## src/design/dllm_pkg.sv

```systemverilog
// Shared types, field widths and codes for the doubly linked list manager.
package dllm_pkg;

    localparam int NODE_W         = 6;
    localparam int STATUS_W       = 2;
    localparam int NODE_COUNT_DEF = 64;
    localparam int POOL_MAX       = 1 << NODE_W;

    typedef enum logic {
        FUNC_ADD    = 1'b0,
        FUNC_REMOVE = 1'b1
    } func_t;

    typedef enum logic [STATUS_W-1:0] {
        STAT_DONE     = 2'd0,
        STAT_UNLISTED = 2'd1,
        STAT_LISTED   = 2'd2
    } status_t;

    // controller -> datapath
    typedef struct packed {
        logic start;   // request accepted this cycle
        logic commit;  // finish relink and load result
    } ctrl_cmd_t;

    // datapath -> controller
    typedef struct packed {
        logic out_busy; // result register full and not being taken
    } dp_stat_t;

endpackage

```

## src/design/dllm_ctrl.sv

```systemverilog
// Sequencing state machine: accept, then relink and hand off the result.
module dllm_ctrl (
    input  logic                 aclk,
    input  logic                 aresetn,
    input  logic                 s_tvalid,
    output logic                 s_tready,
    output dllm_pkg::ctrl_cmd_t  cmd,
    input  dllm_pkg::dp_stat_t   stat
);
    import dllm_pkg::*;

    typedef enum logic [1:0] {
        ST_IDLE = 2'b01,
        ST_LINK = 2'b10
    } state_t;

    state_t state_reg;
    state_t state_next;

    always_comb begin
        state_next = state_reg;
        cmd.start  = 1'b0;
        cmd.commit = 1'b0;
        s_tready   = 1'b0;
        case (state_reg)
            ST_IDLE: begin
                s_tready  = 1'b1;
                cmd.start = s_tvalid;
                if (s_tvalid) begin
                    state_next = ST_LINK;
                end
            end
            ST_LINK: begin
                // hold until the result register can take the new result
                if (!stat.out_busy) begin
                    cmd.commit = 1'b1;
                    state_next = ST_IDLE;
                end
            end
            default: begin
                state_next = ST_IDLE;
            end
        endcase
    end

    always_ff @(posedge aclk) begin
        if (!aresetn) begin
            state_reg <= ST_IDLE;
        end else begin
            state_reg <= state_next;
        end
    end

endmodule

```

## src/design/dllm_dpath.sv

```systemverilog
// Link memories, on-list marks, head/tail registers and the result register.
module dllm_dpath #(
    parameter int NODE_COUNT = dllm_pkg::NODE_COUNT_DEF
) (
    input  logic                          aclk,
    input  logic                          aresetn,
    input  dllm_pkg::ctrl_cmd_t           cmd,
    output dllm_pkg::dp_stat_t            stat,
    input  logic                          in_func,
    input  logic [dllm_pkg::NODE_W-1:0]   in_node,
    input  logic                          in_at_head,
    output logic                          m_tvalid,
    input  logic                          m_tready,
    output logic [15:0]                   m_tdata
);
    import dllm_pkg::*;

    // only node indices the request field can name ever get storage
    localparam int POOL   = (NODE_COUNT < POOL_MAX) ? NODE_COUNT : POOL_MAX;
    localparam int POOL_W = (POOL > 1) ? $clog2(POOL) : 1;
    localparam int LINK_W = $clog2(NODE_COUNT + 1);
    localparam logic [LINK_W-1:0] NIL = LINK_W'(NODE_COUNT);

    logic [LINK_W-1:0] prev_mem [POOL];
    logic [LINK_W-1:0] next_mem [POOL];
    logic [LINK_W-1:0] prev_rd_reg;
    logic [LINK_W-1:0] next_rd_reg;

    logic [POOL-1:0]   on_list_reg;
    logic [LINK_W-1:0] head_reg, head_next;
    logic [LINK_W-1:0] tail_reg, tail_next;

    // latched request
    func_t             func_reg;
    logic [POOL_W-1:0] node_reg;
    logic              at_head_reg;
    logic              ok_reg;
    status_t           status_reg;

    logic              out_valid_reg;
    logic [15:0]       out_data_reg;

    // request checks
    logic              in_valid;
    logic              in_listed;
    logic              in_ok;
    status_t           in_status;
    logic [POOL_W-1:0] in_idx;
    logic [LINK_W-1:0] node_link;

    // memory write ports
    logic              prev_we, next_we;
    logic [POOL_W-1:0] prev_waddr, next_waddr;
    logic [LINK_W-1:0] prev_wdata, next_wdata;

    logic              empty_next;

    assign in_idx    = in_node[POOL_W-1:0];
    assign in_valid  = (32'(in_node) < NODE_COUNT);
    assign in_listed = in_valid && on_list_reg[in_idx];

    always_comb begin
        if (func_t'(in_func) == FUNC_ADD) begin
            in_ok     = in_valid && !in_listed;
            in_status = in_ok ? STAT_DONE : STAT_LISTED;
        end else begin
            in_ok     = in_valid && in_listed;
            in_status = in_ok ? STAT_DONE : STAT_UNLISTED;
        end
    end

    assign node_link = LINK_W'(node_reg);

    // adds write own links, then neighbors'; removes read links, then relink
    always_comb begin
        prev_we    = 1'b0;
        prev_waddr = in_idx;
        prev_wdata = NIL;
        next_we    = 1'b0;
        next_waddr = in_idx;
        next_wdata = NIL;
        head_next  = head_reg;
        tail_next  = tail_reg;
        if (cmd.start && in_ok && func_t'(in_func) == FUNC_ADD) begin
            prev_we    = 1'b1;
            next_we    = 1'b1;
            prev_wdata = in_at_head ? NIL : tail_reg;
            next_wdata = in_at_head ? head_reg : NIL;
        end
        if (cmd.commit && ok_reg) begin
            if (func_reg == FUNC_ADD) begin
                if (at_head_reg) begin
                    if (head_reg != NIL) begin
                        prev_we    = 1'b1;
                        prev_waddr = head_reg[POOL_W-1:0];
                        prev_wdata = node_link;
                    end else begin
                        tail_next = node_link;
                    end
                    head_next = node_link;
                end else begin
                    if (tail_reg != NIL) begin
                        next_we    = 1'b1;
                        next_waddr = tail_reg[POOL_W-1:0];
                        next_wdata = node_link;
                    end else begin
                        head_next = node_link;
                    end
                    tail_next = node_link;
                end
            end else begin
                if (prev_rd_reg != NIL) begin
                    next_we    = 1'b1;
                    next_waddr = prev_rd_reg[POOL_W-1:0];
                    next_wdata = next_rd_reg;
                end
                if (next_rd_reg != NIL) begin
                    prev_we    = 1'b1;
                    prev_waddr = next_rd_reg[POOL_W-1:0];
                    prev_wdata = prev_rd_reg;
                end
                if (head_reg == node_link) begin
                    head_next = next_rd_reg;
                end
                if (tail_reg == node_link) begin
                    tail_next = prev_rd_reg;
                end
            end
        end
    end

    always_ff @(posedge aclk) begin
        if (prev_we) begin
            prev_mem[prev_waddr] <= prev_wdata;
        end
        if (next_we) begin
            next_mem[next_waddr] <= next_wdata;
        end
        if (cmd.start) begin
            prev_rd_reg <= prev_mem[in_idx];
            next_rd_reg <= next_mem[in_idx];
        end
    end

    always_ff @(posedge aclk) begin
        if (cmd.start) begin
            func_reg    <= func_t'(in_func);
            node_reg    <= in_idx;
            at_head_reg <= in_at_head;
            ok_reg      <= in_ok;
            status_reg  <= in_status;
        end
    end

    always_ff @(posedge aclk) begin
        if (!aresetn) begin
            on_list_reg <= '0;
            head_reg    <= NIL;
            tail_reg    <= NIL;
        end else begin
            head_reg <= head_next;
            tail_reg <= tail_next;
            if (cmd.commit && ok_reg) begin
                on_list_reg[node_reg] <= (func_reg == FUNC_ADD);
            end
        end
    end

    // result register
    assign empty_next = (head_next == NIL);

    always_ff @(posedge aclk) begin
        if (!aresetn) begin
            out_valid_reg <= 1'b0;
        end else if (cmd.commit) begin
            out_valid_reg <= 1'b1;
        end else if (m_tready) begin
            out_valid_reg <= 1'b0;
        end
    end

    always_ff @(posedge aclk) begin
        if (cmd.commit) begin
            out_data_reg[1:0]   <= status_reg;
            out_data_reg[7:2]   <= empty_next ? '0 : NODE_W'(head_next[POOL_W-1:0]);
            out_data_reg[13:8]  <= empty_next ? '0 : NODE_W'(tail_next[POOL_W-1:0]);
            out_data_reg[14]    <= empty_next;
            out_data_reg[15]    <= 1'b0;
        end
    end

    assign m_tvalid      = out_valid_reg;
    assign m_tdata       = out_data_reg;
    assign stat.out_busy = out_valid_reg && !m_tready;

endmodule

```

## src/design/doubly_linked_list_manager_top.sv

```systemverilog
// Top level of the doubly linked list manager: controller plus datapath.
//
// Usage:
//   Input channel (s_): one request per handshake. s_tuser carries the
//   operation (0 add, 1 remove); s_tdata carries the node index and, for
//   add, whether to link it at the head or the tail.
//   Output channel (m_): exactly one result per request, in request order:
//   status (0 done, 1 remove of an unlisted node, 2 add of a listed node),
//   head and tail indices after the operation (0 when empty) and an
//   empty flag.
//   Sequence: the request is taken in the idle state; the result register
//   is loaded when the link state commits, and m_tvalid is high after it.
//   No new request is taken until then, as each request needs two
//   passes over the single-write-port link memories (own links, then the
//   neighbor's link; or read links, then relink neighbors).
//   Stall: a result waiting in the output register does not block the next
//   request; its second step waits until the result register is free.
//   Reset (aresetn low, synchronous): list empty, all on-list marks clear,
//   no result pending. Link memories are not cleared; a node's links are
//   always written when it is added, before they are ever read.
module doubly_linked_list_manager_top #(
    parameter int NODE_COUNT = dllm_pkg::NODE_COUNT_DEF
) (
    input  logic        aclk,
    input  logic        aresetn,
    input  logic        s_tvalid,
    output logic        s_tready,
    input  logic [7:0]  s_tdata,   // [5:0] node, [6] at_head, [7] zero fill
    input  logic [0:0]  s_tuser,   // [0] func
    output logic        m_tvalid,
    input  logic        m_tready,
    output logic [15:0] m_tdata    // [1:0] status, [7:2] head_node,
                                   // [13:8] tail_node, [14] list_empty,
                                   // [15] zero fill
);
    import dllm_pkg::*;

    ctrl_cmd_t cmd;
    dp_stat_t  stat;

    dllm_ctrl u_ctrl (
        .aclk     (aclk),
        .aresetn  (aresetn),
        .s_tvalid (s_tvalid),
        .s_tready (s_tready),
        .cmd      (cmd),
        .stat     (stat)
    );

    dllm_dpath #(
        .NODE_COUNT (NODE_COUNT)
    ) u_dpath (
        .aclk       (aclk),
        .aresetn    (aresetn),
        .cmd        (cmd),
        .stat       (stat),
        .in_func    (s_tuser[0]),
        .in_node    (s_tdata[NODE_W-1:0]),
        .in_at_head (s_tdata[NODE_W]),
        .m_tvalid   (m_tvalid),
        .m_tready   (m_tready),
        .m_tdata    (m_tdata)
    );

endmodule

```

## config.mk

```make
export PLATFORM = sky130hd
export DESIGN_NAME = doubly_linked_list_manager_top
export DESIGN_NICKNAME = d
export VERILOG_FILES = /design/src/design/dllm_pkg.sv /design/src/design/dllm_ctrl.sv /design/src/design/dllm_dpath.sv /design/src/design/doubly_linked_list_manager_top.sv
export SDC_FILE = /design/constraint.sdc
export NUM_CORES = 1
export LEC_CHECK = 0
export BUFFER_PORTS_ARGS = -buffer_cell sky130_fd_sc_hd__buf_2
export CELL_PAD_IN_SITES_DETAIL_PLACEMENT = 0
export CELL_PAD_IN_SITES_GLOBAL_PLACEMENT = 2
export CORE_MARGIN = 2
export CORE_UTILIZATION = 54
export CTS_CLUSTER_SIZE = 16
export DETAILED_ROUTE_END_ITERATION = 8
export GPL_TIMING_DRIVEN = 0
export PLACE_DENSITY = 0.94
export SYNTH_ARGS = -nofsm -noshare
export SYNTH_HDL_FRONTEND = slang
export SYNTH_SLANG_ARGS = --single-unit
```

## constraint.sdc

```tcl
create_clock -name aclk -period 9.26 [get_ports aclk]
set_clock_uncertainty 0.05 [all_clocks]
set_input_delay 0.926 -clock aclk [delete_from_list [all_inputs] [get_ports aclk]]
set_output_delay 0.926 -clock aclk [all_outputs]
set_load 0.05 [all_outputs]
```

==> summary.md, run 1 <==
| Metric | Value |
|---|---|
| I/O pins | `31` |
| Max incr delay on CP | `1.20 ns` |
| Clk_lat worst skew | `0.67 ns` |
| Nets@finish | `2308` |
| First-pass GRT wire length | `158000 um` |
| Logic pwr share | `4.8%` |
| Max Clock Freq | `0.186 GHz` |
| Seq pwr share | `52.1%` |
| Switching pwr | `2.06 mW` |
| Slew margin rel. | `-1.71%` |
| Period utilization | `58.0%` |
| P_leak | `15.8 nW` |
| Mapped Nets | `2154` |
| Max Slew Vio Count | `8` |
| Post-synth top area cell | `edfxtp_1` |
| Residual DRC | `0` |
| PostCTS Resize Cnt | `0` |
| Commonest non-fill, non-tap cell in the layout | `edfxtp_1` |
| N_diodes | `0` |
| Placed insts | `3169` |
| Worst VDD drop | `0.000168 V` |
| Sw frac | `21.5%` |
| TritonCTS clock tree | `yes` |
| Clock Path Buffers | `3` |
| DR vias/cell | `6.80` |
| Total GRT Usage | `28.2%` |
| Arrival time worst endpoint | `5.60 ns` |
| Delay-heaviest family, CP | `simple AND/OR/NAND/NOR gates` |
| Area share of the largest cell type after synthesis | `68.2%` |
| Total number of vias | `22800` |
| FF+latch count, synth | `1017` |
| Hold-fix buffers at CTS | `0` |
| Sinks on Clock Net | `1017` |
| Critical path buffers and inverters | `4` |
| Crit path time final | `5.37 ns` |
| Layout cells sized above 1 | `26.3%` |
| Crit-path cells | `buf_2 > buf_4 > buf_1 > mux4_2 > nand2_1 > a21oi_1 > o21ai_1 > a21oi_1 > or2_1 > buf_2 > nor3_1` |
| Final ANT Viol Nets | `0` |
| Die height | `280 um` |
| Register area share after synthesis | `72.1%` |
| DR pass1 iterations | `8` |
| Failing checks | `capacitance limit, slew limit` |
| Filler Cell Count | `5015` |
| Routed wire length | `108000 um` |
| Register Area | `29700 um^2` |
| Max_cap viols | `1` |
| Crit-path slowest cell | `nor3_1` |
| Root Driver | `clkbuf_16` |
| Antenna violations before repair | `2` |
| Crit-path max FO | `10` |
| Setup violations, final | `0` |
| DP Worst Slack | `3.53 ns` |
| Setup Buffers After CTS | `0` |
| Number of synthesized flops with an enable pin | `936` |
| Nature of the critical path endpoint | `flop` |
| Yosys warning count | `0` |
| GPL Wtd Cong | `0.996` |
| Synthesized area | `41200 um^2` |
| Wire per inst | `32.3 um` |
| Hpwl dp | `72600 um` |
| Avg Inst Size Synth | `19.2 um^2` |
| Number of I/O port buffers | `28` |
| Drt initial violations | `3400` |
| Library cells used by synthesis | `67` |
| Tightest Pin Transition | `1.51 ns` |
| Finished Layout Cells | `3354` |
| Initial core utilization | `54.4%` |
| Async set-or-reset flop fraction in the synthesized netlist | `0%` |
| Synth area leaders | `edfxtp_1 68%, mux4_2 17%, dfxtp_1 3.9%, nor3_1 1.4%, nor2_1 1.1%` |
| Min-Delay Path Class | `reg2reg` |
| Clock power frac | `43.1%` |
| Vias in the first global route | `22500` |
| Design internal power | `7.50 mW` |
| Largest net degree at the start of global routing | `49` |
| Fin. Hold Viols | `0` |
| CTS buffer count | `100` |
| Run status | `finished, violations left` |
| Critical Path Source Type | `input port` |
| Required time worst endpoint | `9.49 ns` |
| H-tree level count | `3` |
| Area Growth Syn to Fin | `13.2%` |
| Worst Path Class, Setup | `in2reg` |
| Placeable Area | `75700 um^2` |
| Num rows | `101` |
| Clock-pin slew on the worst setup and hold paths | `0.06 ns` |
| Gr ovfl total | `0` |
| Worst setup margin | `3.89 ns` |
| Die Span X | `280 um` |
| Power per Cell Area | `205 nW/um^2` |
| Area of the die | `78500 um^2` |
| Most frequent cells in the layout | `936 x edfxtp_1, 308 x mux4_2, 116 x nor2_1` |
| RSZ-0062 raised after global routing | `false` |
| Mapped Cells | `2141` |
| Multi-input logic area | `11100 um^2` |
| Synth Flop Type | `edfxtp_1` |
==> worst paths after layout <==
kind                            depth (start not counted)                 endpoint  slack [ns]                  start
worst max-delay path                                   11  u_dpath.prev_mem[35][2]        3.89             s_tdata[2]
worst min-delay path                                    0       u_dpath.m_tdata[1]        0.38  u_dpath.status_reg[1]
worst max register to register                          7   u_dpath.next_mem[1][3]        4.00       u_dpath.func_reg
worst min register to register                          0       u_dpath.m_tdata[1]        0.38  u_dpath.status_reg[1]
==> Yosys cell counts (18+ instances only) <==
cell type	count
mux4_2	308
nand2_1	59
nor3_1	115
buf_2	24
edfxtp_1	936
a22oi_1	19
nor2_1	116
o21ai_0	40
a211oi_1	34
a21oi_1	51
dfxtp_1	81
nand3_1	20
buf_1	18
clkbuf_1	61
buf_4	24
nor4_1	26
==> stage by stage <==
step           utilization, %  setup TNS (ns)  area [um^2]  hold WS [ns]  total power [mW]
4_1_cts                  61.6               0        46600         0.379              9.58
3_3_place_gp             56.2           -7.40        42600         0.358              5.50
2_1_floorplan               -               0        41200         0.350              5.36
5_1_grt                  61.7               0        46700         0.397              9.75
3_5_place_dp             57.2               0        43300         0.368              5.52
6_report                 61.7               0        46700         0.380              9.56
==> logic make-up (layout without fill, tap and decap cells) <==
kind of cell | count (synthesis) | in the layout | synth area share, %
AOI/OAI and AO/OA | 222 | 222 | 3.64
xor gates and xnor gates | 13 | 13 | 0.276
buffers and inverters | 152 | 387 | 1.79
DFF | 1017 | 1017 | 72.1
muxes | 324 | 324 | 17.2
other | 1 | 1 | 0.00910
and+or+nand+nor | 412 | 412 | 4.93
==> per-layer routing <==
| metal | vias to the layer above | wire length (um) | track usage, % |
|---|---|---|---|
| met5 | - | 18 | 0 |
| met4 | 2 | 5020 | 11.5 |
| li1 | 9210 | - | - |
| met1 | 11700 | 40000 | 38.6 |
| met2 | 1589 | 51900 | 44.8 |
| met3 | 285 | 11400 | 5.74 |
==> layout make-up <==
| class | instances | area share (%) |
|---|---|---|
| Sequential cell | 1017 | 63.7 |
| Multi-Input combinational cell | 972 | 23.8 |
| Clock buffer | 122 | 5.63 |
| Tap cell | 978 | 2.62 |
| Clock inverter | 61 | 1.52 |
| Buffer | 133 | 1.42 |
| Timing Repair Buffer | 52 | 1.15 |
| Inverter | 19 | 0.153 |
==> worst register-to-register path: cells and delay by family, from the launching register on <==
kind | cells | cell delay, ns
compound gates | 2 | 1.40
simple gates | 2 | 1.99
flops | 1 | 0.37
buf+inv | 3 | 1.05
==> power groups by stage <==
stage / logic, mW / registers, mW / clock network, mW
2_1_floorplan: 0.280 / 5.08 / 0
3_3_place_gp: 0.423 / 5.08 / 0
3_5_place_dp: 0.441 / 5.08 / 0
4_1_cts: 0.446 / 4.98 / 4.15
5_1_grt: 0.471 / 4.98 / 4.30
6_report: 0.456 / 4.98 / 4.12
Power figures use the tool's default switching activity.
==> inputs of run 2 (changes only) <==
Settings changed: CORE_UTILIZATION 54 to 50, PLACE_DENSITY 0.94 to 0.89.
Clock period 9.26 ns to 5.4 ns, I/O delays scaled along.
==> run 2 against run 1 <==
The run now ends clean. Power grew 71%. First-iteration DRC count shrank 7.6%. Sequential cell count is the same. Via count shrank 1.2%. Sequential power grew 72%. Register-to-register slack lost 3.9 ns. Worst setup slack lost 3.7 ns. Clock power grew 71%. Combinational power grew 71%. Core utilization shrank 4.5 points. Sequential share of layout area shrank 0.15 points. Highest routed layer unchanged.
==> summary.md, run 2 (synthesis results as in run 1) <==
| Metric | Value |
|---|---|
| Area of the die | `84700 um^2 (was 78500 um^2)` |
| Total number of vias | `22500 (was 22800)` |
| N_diodes | `0 (unchanged)` |
| Worst Hold Launch | `s_tdata[1] (was u_dpath.status_reg[1])` |
| Number of I/O port buffers | `28 (unchanged)` |
| Antenna violations before repair | `2 (unchanged)` |
| Worst R2R Setup Slack | `0.14 ns (was 4.00 ns)` |
| Layout cells sized above 1 | `26.0% (was 26.3%)` |
| Drt initial violations | `3142 (was 3400)` |
| Total GRT Usage | `25.3% (was 28.2%)` |
| Placeable Area | `81800 um^2 (was 75700 um^2)` |
| Period utilization | `97.4%` |
| Num rows | `105 (was 101)` |
| Max incr delay on CP | `1.18 ns (was 1.20 ns)` |
| Vias in the first global route | `22400 (was 22500)` |
| Clock power frac | `43.0% (was 43.1%)` |
| Nature of the critical path endpoint | `flop (unchanged)` |
| Fin. Hold Viols | `0 (unchanged)` |
| P_leak | `15.8 nW (about the same)` |
| Hold-fix buffers at CTS | `0 (unchanged)` |
| Hpwl dp | `73900 um (was 72600 um)` |
| Root Driver | `clkbuf_16 (unchanged)` |
| Most used cell along the critical path | `buf_2` |
| Clock Path Buffers | `3 (unchanged)` |
| Crit-path max FO | `10 (unchanged)` |
| Finished Layout Cells | `3454 (was 3354)` |
| Filler Cell Count | `5928 (was 5015)` |
| CTS buffer count | `101 (was 100)` |
| Reg2Reg Depth | `7 (unchanged)` |
| Min-Delay Path Class | `in2reg (was reg2reg)` |
| Slew margin rel. | `4.49% (was -1.71%)` |
| Critical Path Source Type | `flop (was input port)` |
| Wire per inst | `30.8 um (was 32.3 um)` |
| Most frequent cells in the layout | `936 x edfxtp_1, 308 x mux4_2, 116 x nor2_1 (unchanged)` |
| Crit-path cells | `buf_2 > buf_2 > clkbuf_1 > o21ai_0 > a211oi_1 > nand2_1 > nor3_1 (was buf_2 > buf_4 > buf_1 > mux4_2 > nand2_1 > a21oi_1 > o21ai_1 > a21oi_1 > or2_1 > buf_2 > nor3_1)` |
| Area Growth Syn to Fin | `13.5% (was 13.2%)` |
| Routed wire length | `106000 um (was 108000 um)` |
| Worst r2r src | `u_dpath.func_reg (unchanged)` |
| Sw frac | `21.5% (about the same)` |
| Reg2reg end | `u_dpath.next_mem[19][2] (was u_dpath.next_mem[1][3])` |
| Residual DRC | `0 (unchanged)` |
| Setup Buffers After CTS | `0 (unchanged)` |
| Setup violations, final | `0 (unchanged)` |
| TritonCTS clock tree | `yes (unchanged)` |
| Run status | `finished, final reports clean (was finished, violations left)` |
| Register Area | `29700 um^2 (unchanged)` |
| DR vias/cell | `6.53 (was 6.80)` |
| Power per Cell Area | `350 nW/um^2 (was 205 nW/um^2)` |
| Initial core utilization | `50.4% (was 54.4%)` |
| Placed insts | `3267 (was 3169)` |
| DR pass1 iterations | `5 (was 8)` |
| WHS Path Cells | `1 (was 0)` |
| PostCTS Resize Cnt | `0 (unchanged)` |
| Sinks on Clock Net | `1017 (unchanged)` |
| First-pass GRT wire length | `156000 um (was 158000 um)` |
| Max Clock Freq | `0.190 GHz` |
| Tightest Pin Transition | `1.42 ns (was 1.51 ns)` |
| Worst setup margin | `0.142 ns (was 3.89 ns)` |
| Die Span X | `291 um (was 280 um)` |
| Max_cap viols | `0 (was 1)` |
| Logic pwr share | `4.8% (about the same)` |
| Seq pwr share | `52.3% (was 52.1%)` |
| Crit path time final | `5.26 ns` |
| Multi-input logic area | `11100 um^2 (about the same)` |
| GPL Wtd Cong | `0.976 (was 0.996)` |
| Commonest non-fill, non-tap cell in the layout | `edfxtp_1 (unchanged)` |
| Switching pwr | `3.51 mW (was 2.06 mW)` |
| Arrival time worst endpoint | `5.47 ns (was 5.60 ns)` |
| Die height | `291 um (was 280 um)` |
| H-tree level count | `3 (unchanged)` |
| Clk_lat worst skew | `0.67 ns (about the same)` |
| Worst Hold End | `u_dpath.node_reg[1] (was u_dpath.m_tdata[1])` |
| Nets@finish | `2315 (was 2308)` |
| RSZ-0062 raised after global routing | `false (unchanged)` |
| Required time worst endpoint | `5.61 ns (was 9.49 ns)` |
| Design internal power | `12.8 mW (was 7.50 mW)` |
| Final ANT Viol Nets | `0 (unchanged)` |
| Largest net degree at the start of global routing | `49 (unchanged)` |
| DP Worst Slack | `0.134 ns (was 3.53 ns)` |
| Gr ovfl total | `0 (unchanged)` |
| Worst Path Class, Setup | `reg2reg (was in2reg)` |
| Crit-path slowest cell | `nor3_1 (unchanged)` |
| Clock-pin slew on the worst setup and hold paths | `0.06 ns (about the same)` |
| I/O pins | `31 (unchanged)` |
| Max Slew Vio Count | `0 (was 8)` |
| Worst VDD drop | `0.000347 V (was 0.000168 V)` |
==> run 2: area by class of cell <==
cell class                 count  area share (%)
clock inverter                62            1.44
timing repair buffer          58            1.26
tap                         1070            2.86
buffer                       133            1.42
sequential                  1017            63.5
multi-input combinational    972            23.7
clock buffer                 123            5.62
inverter                      19           0.152
==> run 2: power groups by stage <==
| stage | clock network (mW) | registers (mW) | logic (mW) |
|---|---|---|---|
| detailed placement | 0 | 8.71 | 0.763 |
| CTS | 7.11 | 8.55 | 0.768 |
| global placement | 0 | 8.72 | 0.734 |
| finish | 7.03 | 8.55 | 0.778 |
| floorplan | 0 | 8.70 | 0.480 |
| global route | 7.41 | 8.54 | 0.809 |
==> run 2: worst max-delay path by stage <==
stage                                    endpoint  cells past startpoint  slack, ns             start
final                     u_dpath.next_mem[19][2]                      7       0.14  u_dpath.func_reg
after global routing      u_dpath.next_mem[19][3]                      7       0.06  u_dpath.func_reg
after CTS                 u_dpath.next_mem[19][5]                      7       0.37  u_dpath.func_reg
after detailed placement  u_dpath.prev_mem[37][0]                     11       0.13        s_tdata[2]
after global placement    u_dpath.next_mem[52][2]                      8      -3.61          m_tready
after floorplan            u_dpath.next_mem[0][2]                      7       0.38          m_tready
==> run 2: critical path: cells and delay by family, from the launching register on <==
family	cells	cell delay [ns]
buffers and inverters	3	1.05
AND/OR/NAND/NOR	2	1.97
flip-flops	1	0.40
AO/OA/AOI/OAI	2	1.38
==> run 2: metrics by stage <==
stage	instance area [um^2]	total power [mW]	util (%)	TNS (ns)	hold WS, ns
2_1_floorplan	41200	9.18	-	0	0.350
3_3_place_gp	42700	9.45	52.2	-1918.72	0.363
6_report	46800	16.4	57.2	0	0.0397
5_1_grt	46800	16.8	57.2	0	0.0165
3_5_place_dp	43500	9.48	53.1	0	0.368
4_1_cts	46800	16.4	57.1	0	0.0108
==> run 2: metal layers <==
| layer | track usage, % | routed length, um | vias up | share of wire, % |
|---|---|---|---|---|
| met4 | 8.90 | 3970 | 2 | 3.7 |
| met2 | 39.9 | 50900 | 1266 | 48 |
| met1 | 35.6 | 41800 | 11800 | 39 |
| met3 | 4.98 | 9840 | 224 | 9.2 |
| met5 | 0 | 13 | - | 0.012 |
| li1 | - | - | 9240 | - |
